`src/rtl/fpcp_pkg.sv`:
```
package fpcp_pkg;

   // Frame layout
   localparam int ADDR_POS      = 2;
   localparam int LEN_POS       = 4;
   localparam int HDR_BYTES     = 5;   // first payload byte index
   localparam int OVERHEAD      = 6;   // header plus crc byte
   localparam int MSG_BYTES     = 3;

   // Reflected CRC-8, polynomial 0x8C, init 0
   localparam logic [7:0] CRC_POLY = 8'h8C;

   // floor(x / 3) for 8-bit x as (x * 171) >> 9
   localparam int DIV3_MUL   = 171;
   localparam int DIV3_SHIFT = 9;

   // message count: at most 255 / 3 = 85
   localparam int CNT_W = 7;

   localparam logic [7:0] START_RESET = 8'h06;
   localparam logic [7:0] RCV_RESET   = 8'h01;

   typedef enum logic {
      REG_START_MARKER  = 1'b0,
      REG_RECEIVER_ADDR = 1'b1
   } csr_index_type;

   typedef enum logic {
      REQ_PUSH  = 1'b0,
      REQ_CLEAR = 1'b1
   } req_kind_type;

   // one finished frame waiting for emission
   typedef struct packed {
      logic             bank;
      logic [CNT_W-1:0] cnt;
   } job_type;

   typedef struct packed {
      logic full;
      logic empty;
   } queue_stat_type;

endpackage

```
`src/rtl/fpcp_queue.sv`:
```
module fpcp_queue (
   input  logic                    clock,
   input  logic                    reset,
   input  logic                    push,
   input  fpcp_pkg::job_type       push_job,
   input  logic                    pop,
   output fpcp_pkg::job_type       head,
   output fpcp_pkg::queue_stat_type stat
);

   fpcp_pkg::job_type job_ff [2];
   logic              wp_ff, wp_in;
   logic              rp_ff, rp_in;
   logic [1:0]        cnt_ff, cnt_in;

   always_comb begin
      wp_in  = push ? ~wp_ff : wp_ff;
      rp_in  = pop  ? ~rp_ff : rp_ff;
      cnt_in = cnt_ff + 2'(push) - 2'(pop);
   end

   assign head       = job_ff[rp_ff];
   assign stat.full  = (cnt_ff == 2'd2);
   assign stat.empty = (cnt_ff == 2'd0);

   always_ff @(posedge clock) begin
      if (reset) begin
         wp_ff  <= 1'b0;
         rp_ff  <= 1'b0;
         cnt_ff <= 2'd0;
      end else begin
         wp_ff  <= wp_in;
         rp_ff  <= rp_in;
         cnt_ff <= cnt_in;
      end
   end

   always_ff @(posedge clock) begin
      if (push) begin
         job_ff[wp_ff] <= push_job;
      end
   end

endmodule

```
`src/rtl/fpcp_front.sv`:
```
module fpcp_front #(
   parameter int STORE_BYTES = 64,
   localparam int IW = $clog2(STORE_BYTES),
   localparam int FW = $clog2(STORE_BYTES + 1)
) (
   input  logic                     clock,
   input  logic                     reset,
   input  logic                     req_tvalid,
   output logic                     req_tready,
   input  logic [7:0]               req_tdata,
   input  logic                     req_tuser,
   input  logic                     csr_valid,
   output logic                     csr_ready,
   input  logic                     csr_index,
   input  logic [7:0]               csr_data,
   input  fpcp_pkg::queue_stat_type q_stat,
   output logic                     push,
   output fpcp_pkg::job_type        push_job,
   output logic                     wr_en,
   output logic                     wr_bank,
   output logic [IW-1:0]            wr_idx,
   output logic [7:0]               wr_data
);

   logic [7:0]    start_ff, start_in;
   logic [7:0]    rcv_ff, rcv_in;
   logic [FW-1:0] fill_ff, fill_in;
   logic [7:0]    crc_ff, crc_in;
   logic          bank_ff, bank_in;
   logic [7:0]    prev_ff;
   logic [7:0]    addr_ff;
   logic [7:0]    len_ff;

   logic                       accept, is_clear, store_ok, frame_ok;
   logic [7:0]                 crc_next;
   logic [15:0]                div_prod;
   logic [fpcp_pkg::CNT_W-1:0] msg_cnt;

   function automatic logic [7:0] crc_fold(input logic [7:0] crc, input logic [7:0] data);
      logic [7:0] c;
      logic [7:0] d;
      logic       mix;
      c = crc;
      d = data;
      for (int b = 0; b < 8; b++) begin
         mix = c[0] ^ d[0];
         c   = c >> 1;
         if (mix) begin
            c = c ^ fpcp_pkg::CRC_POLY;
         end
         d = d >> 1;
      end
      return c;
   endfunction

   assign req_tready = ~q_stat.full;
   assign csr_ready  = 1'b1;
   assign accept     = req_tvalid & req_tready;
   assign is_clear   = (req_tuser == fpcp_pkg::REQ_CLEAR);

   always_comb begin
      store_ok = accept && !is_clear
                 && !((fill_ff == '0) && (req_tdata != start_ff))
                 && (fill_ff < FW'(STORE_BYTES));
      // fold the previous byte once it is known not to be the crc byte
      crc_next = (fill_ff > FW'(fpcp_pkg::HDR_BYTES)) ? crc_fold(crc_ff, prev_ff) : crc_ff;
      frame_ok = (fill_ff >= FW'(fpcp_pkg::HDR_BYTES))
                 && (addr_ff == rcv_ff)
                 && ((9'(len_ff) + 9'(fpcp_pkg::OVERHEAD)) == (9'(fill_ff) + 9'd1))
                 && (crc_next == req_tdata);
      div_prod = 16'(len_ff) * 16'(fpcp_pkg::DIV3_MUL);
      msg_cnt  = fpcp_pkg::CNT_W'(div_prod >> fpcp_pkg::DIV3_SHIFT);
   end

   assign push          = store_ok && frame_ok && (msg_cnt != '0);
   assign push_job.bank = bank_ff;
   assign push_job.cnt  = msg_cnt;
   assign wr_en         = store_ok;
   assign wr_bank       = bank_ff;
   assign wr_idx        = IW'(fill_ff);
   assign wr_data       = req_tdata;

   always_comb begin
      start_in = start_ff;
      rcv_in   = rcv_ff;
      if (csr_valid && csr_ready) begin
         if (csr_index == fpcp_pkg::REG_START_MARKER) begin
            start_in = csr_data;
         end else begin
            rcv_in = csr_data;
         end
      end
      fill_in = fill_ff;
      crc_in  = crc_ff;
      bank_in = push ? ~bank_ff : bank_ff;
      if (accept && is_clear) begin
         fill_in = '0;
         crc_in  = '0;
      end else if (store_ok) begin
         if (frame_ok) begin
            fill_in = '0;
            crc_in  = '0;
         end else begin
            fill_in = fill_ff + FW'(1);
            crc_in  = crc_next;
         end
      end
   end

   always_ff @(posedge clock) begin
      if (reset) begin
         start_ff <= fpcp_pkg::START_RESET;
         rcv_ff   <= fpcp_pkg::RCV_RESET;
         fill_ff  <= '0;
         crc_ff   <= '0;
         bank_ff  <= 1'b0;
      end else begin
         start_ff <= start_in;
         rcv_ff   <= rcv_in;
         fill_ff  <= fill_in;
         crc_ff   <= crc_in;
         bank_ff  <= bank_in;
      end
   end

   // header copies and last stored byte
   always_ff @(posedge clock) begin
      if (store_ok) begin
         prev_ff <= req_tdata;
         if (fill_ff == FW'(fpcp_pkg::ADDR_POS)) begin
            addr_ff <= req_tdata;
         end
         if (fill_ff == FW'(fpcp_pkg::LEN_POS)) begin
            len_ff <= req_tdata;
         end
      end
   end

endmodule

```
`src/rtl/fpcp_back.sv`:
```
module fpcp_back #(
   parameter int STORE_BYTES = 64,
   localparam int IW = $clog2(STORE_BYTES)
) (
   input  logic                     clock,
   input  logic                     reset,
   input  logic                     wr_en,
   input  logic                     wr_bank,
   input  logic [IW-1:0]            wr_idx,
   input  logic [7:0]               wr_data,
   input  fpcp_pkg::queue_stat_type q_stat,
   input  fpcp_pkg::job_type        q_head,
   output logic                     pop,
   output logic                     rsp_tvalid,
   input  logic                     rsp_tready,
   output logic [23:0]              rsp_tdata,
   output logic                     rsp_tlast
);

   typedef enum logic [2:0] {
      ST_IDLE,
      ST_RD0,
      ST_RD1,
      ST_RD2,
      ST_EMIT
   } state_type;

   logic [7:0] mem [2][STORE_BYTES];

   state_type                  state_ff;
   logic                       bank_ff;
   logic [fpcp_pkg::CNT_W-1:0] cnt_ff;
   logic [fpcp_pkg::CNT_W-1:0] msg_ff;
   logic [IW-1:0]              ptr_ff;
   logic [7:0]                 b0_ff, b1_ff, rd_data_ff;
   logic                       rsp_valid_ff, rsp_last_ff;
   logic [23:0]                rsp_data_ff;

   logic rd_en, out_free, last_msg, rsp_valid_in;

   assign rd_en    = (state_ff == ST_RD0) || (state_ff == ST_RD1) || (state_ff == ST_RD2);
   assign out_free = !rsp_valid_ff || rsp_tready;
   assign last_msg = ((msg_ff + fpcp_pkg::CNT_W'(1)) == cnt_ff);
   assign pop      = (state_ff == ST_EMIT) && out_free && last_msg;

   // new message loads the output stage, otherwise it holds until taken
   assign rsp_valid_in = ((state_ff == ST_EMIT) && out_free) || (rsp_valid_ff && !rsp_tready);

   assign rsp_tvalid = rsp_valid_ff;
   assign rsp_tdata  = rsp_data_ff;
   assign rsp_tlast  = rsp_last_ff;

   // two banks: front fills one while this side reads the other
   always_ff @(posedge clock) begin
      if (wr_en) begin
         mem[wr_bank][wr_idx] <= wr_data;
      end
      if (rd_en) begin
         rd_data_ff <= mem[bank_ff][ptr_ff];
      end
   end

   always_ff @(posedge clock) begin
      if (reset) begin
         state_ff     <= ST_IDLE;
         rsp_valid_ff <= 1'b0;
      end else begin
         rsp_valid_ff <= rsp_valid_in;
         case (state_ff)
            ST_IDLE: begin
               if (!q_stat.empty) begin
                  bank_ff  <= q_head.bank;
                  cnt_ff   <= q_head.cnt;
                  msg_ff   <= '0;
                  ptr_ff   <= IW'(fpcp_pkg::HDR_BYTES);
                  state_ff <= ST_RD0;
               end
            end
            ST_RD0: begin
               ptr_ff   <= ptr_ff + IW'(1);
               state_ff <= ST_RD1;
            end
            ST_RD1: begin
               b0_ff    <= rd_data_ff;
               ptr_ff   <= ptr_ff + IW'(1);
               state_ff <= ST_RD2;
            end
            ST_RD2: begin
               b1_ff    <= rd_data_ff;
               ptr_ff   <= ptr_ff + IW'(1);
               state_ff <= ST_EMIT;
            end
            ST_EMIT: begin
               if (out_free) begin
                  rsp_data_ff  <= {rd_data_ff, b1_ff, b0_ff};
                  rsp_last_ff  <= last_msg;
                  msg_ff       <= msg_ff + fpcp_pkg::CNT_W'(1);
                  state_ff     <= last_msg ? ST_IDLE : ST_RD0;
               end
            end
            default: begin
               state_ff <= ST_IDLE;
            end
         endcase
      end
   end

endmodule

```
`src/rtl/framed_packet_crc8_parser_unit.sv`:
```
// Channel  Dir  Handshake              Payload
// req      in   req_tvalid/req_tready  tdata: rx_byte; tuser: req_type (1 = clear)
// rsp      out  rsp_tvalid/rsp_tready  tdata: address, first, second; tlast: last msg
// csr      in   csr_valid/csr_ready    csr_index: 0 start marker, 1 rx address
//
// Bytes are taken one per cycle while fewer than two good frames wait for emission;
// req_tready drops only when both store banks hold unsent frames.
// Each message takes states ST_RD0, ST_RD1, ST_RD2 and ST_EMIT on the single store read port, plus any rsp stall.
// The frame is checked in the cycle its crc byte arrives; the first message then passes
// the queue, states ST_IDLE, ST_RD0, ST_RD1, ST_RD2 and ST_EMIT, and the rsp output register.
// Reset is synchronous; the store is not cleared (never read unwritten).
module framed_packet_crc8_parser_unit #(
   parameter int STORE_BYTES = 64
) (
   input  logic        clock,
   input  logic        reset,
   input  logic        req_tvalid,
   output logic        req_tready,
   input  logic [7:0]  req_tdata,   // [7:0] rx_byte
   input  logic        req_tuser,   // [0] req_type
   output logic        rsp_tvalid,
   input  logic        rsp_tready,
   output logic [23:0] rsp_tdata,   // [7:0] msg_address, [15:8] msg_first, [23:16] msg_second
   output logic        rsp_tlast,   // last_message
   input  logic        csr_valid,
   output logic        csr_ready,
   input  logic        csr_index,
   input  logic [7:0]  csr_data
);

   localparam int IW = $clog2(STORE_BYTES);

   fpcp_pkg::queue_stat_type q_stat;
   fpcp_pkg::job_type        push_job, q_head;
   logic                     push, pop;
   logic                     wr_en, wr_bank;
   logic [IW-1:0]            wr_idx;
   logic [7:0]               wr_data;

   // front: framing, header capture, running crc, store writes
   fpcp_front #(.STORE_BYTES(STORE_BYTES)) u_front (
      .clock      (clock),
      .reset      (reset),
      .req_tvalid (req_tvalid),
      .req_tready (req_tready),
      .req_tdata  (req_tdata),
      .req_tuser  (req_tuser),
      .csr_valid  (csr_valid),
      .csr_ready  (csr_ready),
      .csr_index  (csr_index),
      .csr_data   (csr_data),
      .q_stat     (q_stat),
      .push       (push),
      .push_job   (push_job),
      .wr_en      (wr_en),
      .wr_bank    (wr_bank),
      .wr_idx     (wr_idx),
      .wr_data    (wr_data)
   );

   // good frames waiting for emission, one per store bank
   fpcp_queue u_queue (
      .clock    (clock),
      .reset    (reset),
      .push     (push),
      .push_job (push_job),
      .pop      (pop),
      .head     (q_head),
      .stat     (q_stat)
   );

   // back: walks the stored payload and emits messages
   fpcp_back #(.STORE_BYTES(STORE_BYTES)) u_back (
      .clock      (clock),
      .reset      (reset),
      .wr_en      (wr_en),
      .wr_bank    (wr_bank),
      .wr_idx     (wr_idx),
      .wr_data    (wr_data),
      .q_stat     (q_stat),
      .q_head     (q_head),
      .pop        (pop),
      .rsp_tvalid (rsp_tvalid),
      .rsp_tready (rsp_tready),
      .rsp_tdata  (rsp_tdata),
      .rsp_tlast  (rsp_tlast)
   );

endmodule

```
`config.mk`:
```
export PLATFORM = sky130hd
export DESIGN_NAME = framed_packet_crc8_parser_unit
export DESIGN_NICKNAME = d
export VERILOG_FILES = /design/src/rtl/fpcp_pkg.sv /design/src/rtl/fpcp_queue.sv /design/src/rtl/fpcp_front.sv /design/src/rtl/fpcp_back.sv /design/src/rtl/framed_packet_crc8_parser_unit.sv
export SDC_FILE = /design/constraint.sdc
export NUM_CORES = 1
export LEC_CHECK = 0
export ABC_AREA = 1
export BUFFER_PORTS_ARGS = -buffer_cell sky130_fd_sc_hd__clkbuf_2
export CORE_MARGIN = 1.5
export CORE_UTILIZATION = 35
export CTS_CLUSTER_DIAMETER = 100
export CTS_CLUSTER_SIZE = 30
export DETAILED_ROUTE_END_ITERATION = 7
export SYNTH_ARGS = -nofsm -noshare
export SYNTH_HDL_FRONTEND = slang
export SYNTH_HIERARCHICAL = 1
export SYNTH_SLANG_ARGS = --single-unit
export TNS_END_PERCENT = 5
```
`constraint.sdc`:
```
create_clock -name clock -period 5.58 [get_ports clock]
set_input_delay 1.395 -clock clock [delete_from_list [all_inputs] [get_ports clock]]
set_output_delay 1.395 -clock clock [all_outputs]
set_load 0.05 [all_outputs]
```
==> impl_results.md, run 1 <==
- Status: finished clean
- Worst setup SP type: flip-flop
- CTS tree: built
- Fin. max-slew vios: 0
- Initial antenna violation count: 4
- CP endpoint kind: flip-flop
- CTS Hold Bufs: 0
- Port Buf Inserts: 49
- Xor and xnor fraction of the mapped netlist area: 0.659%
- CTS Sinks: 1176
- Clock root buffer: clkbuf_16
- Vias in the first global route: 32200
- Arrival time worst endpoint: 5280 ps
- Post-synthesis compound-gate area fraction: 1.88%
- Worst vdd ir: 196 uV
- Clock power share: 25.8%
- Tcrit/Tclk final: 89.3%
- DR vias: 34200
- Post-synth EDFFs: 1134
- Worst Hold Path Cells: 0
- Cell area after synthesis: 51700 um2
- Achievable Freq: 0.201 GHz
- Seq pwr share: 60.3%
- Post-synthesis cell type count: 43
- MaxCap Viol Count: 0
- Global-route wire length before repair: 197000 um
- Post-CTS resize count: 0
- Leak Pwr: 20.5 nW
- Die width: 387 um
- Worst Tran Pin Value: 1260 ps
- Internal power: 11.9 mW
- Seq/Total Area, Yosys: 67.5%
- Reg2reg setup slack: 600 ps
- Switch share: 27.0%
- Total gr overflow: 0
- Final Hold Vio Count: 0
- Die ar.: 150000 um2
- Power per cell area: 297 nW/um2
- Area Growth Syn to Fin: 6.51%
- Post-Synthesis Cells: 4889
- YS warnings: 6
- RePlAce Congestion: 0.880
- Worst-case clock buffer depth: 3
- Mapped Nets: 4975
- Hold worst-path end: u_back/rsp_tdata[4]
- Crit path required time: 5880 ps
- Drt drc: 0
- Worst-Skew Late Latency: 670 ps
- Die height: 387 um
- Crit Reg-Reg Startpoint: u_front/len_ff[1]
- RSZ-0062 raised after global routing: no
- Dpl hpwl: 76700 um
- Skew final: 36.8 ps
- Iteration count of the initial detailed-routing pass: 6
- 1st-iter DRT viols: 3819
- Combinational share of power: 13.9%
- Largest family of logic cells by synthesized area: simple AND/OR/NAND/NOR gates
- Final setup viols: 0
- Seq cells post-synth: 1176
- Post-CTS Setup Bufs: 0
- Tightest Hold Check Type: flip-flop to flip-flop
- Clk pin slew, worst setup/hold paths: 110 ps
- Switch Pwr: 4.41 mW
- Layout cell share with drive strength beyond 1: 5.34%
- Final ANT Viol Nets: 0
- Worst hold start: u_back/b0_ff[4]
- Core area: 146000 um2
- R2R depth: 20
- Wirelength per Cell: 19.3 um
- CTS Buf Count: 46
- IO Pins: 51
- Kind of critical path: flip-flop to flip-flop
- Min Tclk post-route: 4980 ps
- Synth Area in Adders: 1.70%
- Syn Area/Cell: 10.6 um2
- Async S/R FF share, synth: 0%
- Top FF cell, synth: edfxtp_1
- H-tree depth: 2
- Final setup TNS: 0 ps
- Overall Global Routing Usage: 16.9%
- Final nets: 4899
- FF-to-FF End: u_queue/job_ff[0][0]
- Largest net degree at the start of global routing: 190
- Layout Cells excl Fill: 6754
- Synth Area in Simple Gates: 22.5%
- Slew headroom: 16.0%
- CP max FO: 8
- Initial core utilization: 35.4%
- Post-Route WL: 130000 um
- Mux cell area share after synthesis: 0.254%
- FP Rows: 140
- Drt via density: 5.06
- Dpl cells: 6682
[per-layer routing]
metal	vias up	share of wire [%]	track usage, %
met2	1050	47	27.6
met5	-	0	0
li1	16200	-	-
met1	16800	44	23.9
met3	150	6.6	1.96
met4	0	2.5	4.45
[critical path, cell delays in order (launching register included)]
cell and delay [ps]:
edfxtp_1 510, ha_1 370, fa_1 460, fa_1 490, inv_1 60, fa_1 490, inv_1 50, ha_1 300
nand2_1 90, nor2_1 160, nand2_1 70, o211ai_1 180, xor2_1 240, inv_1 60, nand2_1 70, nor2_1 40
nand2_1 100, inv_1 50, nor2_1 230, inv_1 60, nor2_1 540
[stage by stage]
step | hold slack (ps) | worst slack (ps) | util, % | total power, mW | area [um2]
floorplan | 400 | 1140 | - | 11.4 | 51700
global placement | 401 | 623 | 36.8 | 12.3 | 53700
detailed placement | 405 | 592 | 36.8 | 12.3 | 53700
CTS | 431 | 572 | 37.7 | 16.4 | 55000
global route | 435 | 159 | 37.7 | 16.9 | 55000
finish | 429 | 599 | 37.7 | 16.4 | 55000
[area by class of cell]
type                            count  area [um2]
Clock inverter                      7        75.1
Clock buffer                       63        1240
Timing Repair Buffer              143        1100
Inverter                          341        1310
Fill cell                       14300       91100
Sequential cell                  1176       34900
Tap cell                         1917        2400
Multi-Input combinational cell   3105       14000
Antenna cell                        2        5.00
[placed cells by master, fill, tap and decap left out, types with 2 or more instances in the layout]
cell           n
buf_12         8
buf_4         86
nand4_1       18
ha_1          51
o21ai_0      110
nor3_2         4
inv_4          2
diode_2        2
o21bai_1       2
buf_6          8
clkbuf_16     47
nand3_2        5
nor2_1       553
nand2_2       13
xnor2_1       18
a21o_1         2
clkbuf_2      41
a21oi_1       46
fa_1          12
mux2_4         8
clkbuf_1      16
edfxtp_1    1134
dfxtp_1       40
nand2_1     1467
inv_2         10
inv_12         2
inv_8          2
nor2_2         3
xor2_1        19
nor3_4         5
dfxtp_4        2
inv_1        320
clkinv_1       7
o21ai_1       20
a21oi_2        4
nor3_1        34
clkinvlp_4     2
nand3_1      699
[power groups by stage]
| stage | sequential, mW | combinational (mW) | clock (mW) |
|---|---|---|---|
| floorplan | 10.0 | 1.38 | 0 |
| global placement | 10.1 | 2.24 | 0 |
| detailed placement | 10.1 | 2.25 | 0 |
| CTS | 9.86 | 2.25 | 4.32 |
| global route | 9.87 | 2.45 | 4.58 |
| finish | 9.86 | 2.27 | 4.23 |
[sequential cells by signal, summed over array words and instances (netlist names), 8 cells and up, named ones only]
register / cells
u_front/rcv_ff: 8
u_front/prev_ff: 8
u_back/rsp_tdata: 24
u_back/mem: 1024
u_back/b0_ff: 8
u_back/b1_ff: 8
u_queue/job_ff: 16
u_front/start_ff: 8
u_front/crc_ff: 8
u_front/len_ff: 8
u_front/addr_ff: 8
u_back/rd_data_ff: 8
[logic make-up after synthesis]
family	count (synthesis)
xor gates and xnor gates	38
muxes	9
and+or+nand+nor	2807
AOI/OAI and AO/OA	187
buffers and inverters	608
adders and majority gates	63
DFF	1176
other	1
[how the worst max path moves through the flow]
stage / slack, ps / depth (start not counted) / from / to
after floorplan: 1140 / 21 / u_front/len_ff[1] / u_queue/job_ff[0][0]
after global placement: 620 / 20 / u_front/len_ff[1] / u_queue/job_ff[0][1]
after detailed placement: 590 / 20 / u_front/len_ff[1] / u_queue/job_ff[0][1]
after CTS: 570 / 20 / u_front/len_ff[1] / u_queue/job_ff[0][0]
after global routing: 160 / 22 / u_front/len_ff[1] / u_queue/job_ff[0][7]
final: 600 / 20 / u_front/len_ff[1] / u_queue/job_ff[0][0]
[synthesized netlist by cell type (all sizes together), types with 2 or more instances]
library cell,instances,area (um2)
a21oi,50,265
edfxtp,1134,34100
clkinv,6,22.5
mux2,9,131
dfxtp,42,841
fa,12,240
inv,335,1260
clkbuf,60,225
nor3,43,215
nor2,557,2110
o21bai,2,15.0
nand2,1480,5590
xor2,20,183
buf,207,1330
a21o,2,15.0
xnor2,18,158
o21ai,130,651
nand3,704,3550
ha,51,638
nand4,18,113
(Power assumes the default switching activity.)
==> run 2: changes to the inputs <==
--- a/config.mk
+++ b/config.mk
@@ -8,7 +8,7 @@
 export ABC_AREA = 1
 export BUFFER_PORTS_ARGS = -buffer_cell sky130_fd_sc_hd__clkbuf_2
 export CORE_MARGIN = 1.5
-export CORE_UTILIZATION = 35
+export CORE_UTILIZATION = 45
 export CTS_CLUSTER_DIAMETER = 100
 export CTS_CLUSTER_SIZE = 30
 export DETAILED_ROUTE_END_ITERATION = 7
==> impl_results.md, run 2 (same netlist as run 1, synthesis figures left out) <==
- Status: finished clean
- Iteration count of the initial detailed-routing pass: 6
- Post-CTS Setup Bufs: 0
- H-tree depth: 2
- Layout cell share with drive strength beyond 1: 5.28%
- CP endpoint kind: flip-flop
- Worst setup SP type: flip-flop
- Drt via density: 5.34
- Leak Pwr: 20.5 nW
- Power per cell area: 300 nW/um2
- Achievable Freq: 0.199 GHz
- CP startpoint: u_front/len_ff[1]
- RSZ-0062 raised after global routing: no
- Final setup TNS: 0 ps
- DR vias: 33900
- Worst Tran Pin Value: 1320 ps
- RePlAce Congestion: 0.855
- Cell Chain, Critical Path: ha_1 -> fa_1 -> fa_1 -> inv_1 -> fa_1 -> inv_1 -> ha_1 -> nand2_1 -> o21ai_0 -> a21o_1 -> nand2_1 -> nand2_1 -> nand2_1 -> nand2_1 -> nand2_1 -> nand2_1 -> nor2_1 -> nand2_1 -> inv_1 -> nor2_1 -> inv_1 -> nor2_1
- CTS tree: built
- Area occupied by multi-input gates: 14000 um2
- Initial antenna violation count: 4
- CTS Hold Bufs: 0
- Overall Global Routing Usage: 22.0%
- Die ar.: 117000 um2
- Worst-case clock buffer depth: 3
- Port Buf Inserts: 49
- Clk pin slew, worst setup/hold paths: 120 ps
- Largest Register: u_back/mem
- Filler Cells Inserted: 10500
- Arrival time worst endpoint: 5300 ps
- Wirelength per Cell: 20.4 um
- Tcrit/Tclk final: 90.1%
- Final ANT Viol Nets: 0
- Switch Pwr: 4.39 mW
- Die height: 342 um
- CTS Sinks: 1176
- Seq pwr share: 60.4%
- MaxCap Viol Count: 0
- Final setup margin: 554 ps
- Final setup viols: 0
- Setup WS pre-CTS: 559 ps
- Initial core utilization: 45.3%
- Worst vdd ir: 286 uV
- Largest net degree at the start of global routing: 229
- Drt drc: 0
- CP max stage cell: edfxtp_1
- Combinational share of power: 14.1%
- Clock root buffer: clkbuf_16
- CTS Buf Count: 45
- Area Growth Syn to Fin: 5.45%
- Final nets: 4896
- Die width: 342 um
- Most frequent cells in the layout: 1467 x nand2_1, 1134 x edfxtp_1, 699 x nand3_1, 553 x nor2_1, 320 x inv_1
- Tightest Hold Check Type: flip-flop to flip-flop
- Crit path required time: 5850 ps
- Worst hold start: u_back/b0_ff[3]
- Skew final: 27.8 ps
- Final Hold Vio Count: 0
- Kind of critical path: flip-flop to flip-flop
- IO Pins: 51
- Core area: 114000 um2
- FF/Latch Area: 34900 um2
- Most common cell after layout, fill and taps aside: nand2_1
- Switch share: 26.9%
- Max FFs per register: 1024
- 1st-iter DRT viols: 3433
- Internal power: 11.9 mW
- Post-Route WL: 129000 um
- Post-CTS resize count: 0
- Clock power share: 25.5%
- FP Rows: 124
- Total gr overflow: 0
- Slew headroom: 11.9%
- Worst-Skew Late Latency: 650 ps
- Crit-path max cell delay: 510 ps
- Global-route wire length before repair: 197000 um
- Min Tclk post-route: 5030 ps
- Most used cell, CP: nand2_1
- CP max FO: 8
- Fin. max-slew vios: 0
- Dpl hpwl: 74700 um
- Crit Reg-Reg Startpoint: u_front/len_ff[1]
- Vias in the first global route: 32200
## run 2: worst paths after layout
path	to	slack [ps]	cells after the start
setup / recovery	u_queue/job_ff[0][0]	550	22
hold / removal	u_back/rsp_tdata[3]	430	0
setup reg to reg	u_queue/job_ff[0][0]	550	22
hold reg to reg	u_back/rsp_tdata[3]	430	0
## run 2: area by class of cell
type | count | share of cell area (%)
multi-input combinational | 3105 | 25.7
tap | 1512 | 3.47
sequential | 1176 | 64.1
clock inverter | 5 | 0.0804
timing repair buffer | 141 | 2.02
clock buffer | 63 | 2.27
inverter | 341 | 2.40
antenna | 2 | 0.00919
## run 2: power groups by stage
stage	registers [mW]	clock network, mW	logic (mW)
after global placement	10.1	0	2.26
after CTS	9.87	4.26	2.28
after global routing	9.88	4.53	2.48
after detailed placement	10.1	0	2.27
final	9.86	4.16	2.30
after floorplan	10.0	0	1.38
## run 2: metal layers
| metal | part of all wire (%) | vias up | track usage, % |
|---|---|---|---|
| met1 | 44 | 16500 | 32.0 |
| met5 | 0 | - | 0 |
| met2 | 47 | 1083 | 35.4 |
| met4 | 2.5 | 0 | 5.90 |
| li1 | - | 16200 | - |
| met3 | 6.5 | 139 | 2.12 |
## run 2: worst max-delay path, delay by kind of cell (launching register included)
family                     cells  cell delay [ps]
and+or+nand+nor               11             1450
adders and majority gates      5             2090
AOI/OAI and AO/OA              2              390
buffers and inverters          4              210
DFF                            1              510
## run 2: metrics by stage
stage	util, %	std cells	cell area (um2)	power (mW)	hold WS [ps]
final	47.8	6345	54500	16.3	428
after CTS	47.8	6343	54500	16.4	431
after global routing	47.8	6343	54500	16.9	436
after global placement	46.6	6275	53200	12.3	402
after detailed placement	46.6	6275	53200	12.3	405
after floorplan	-	4889	51700	11.4	400
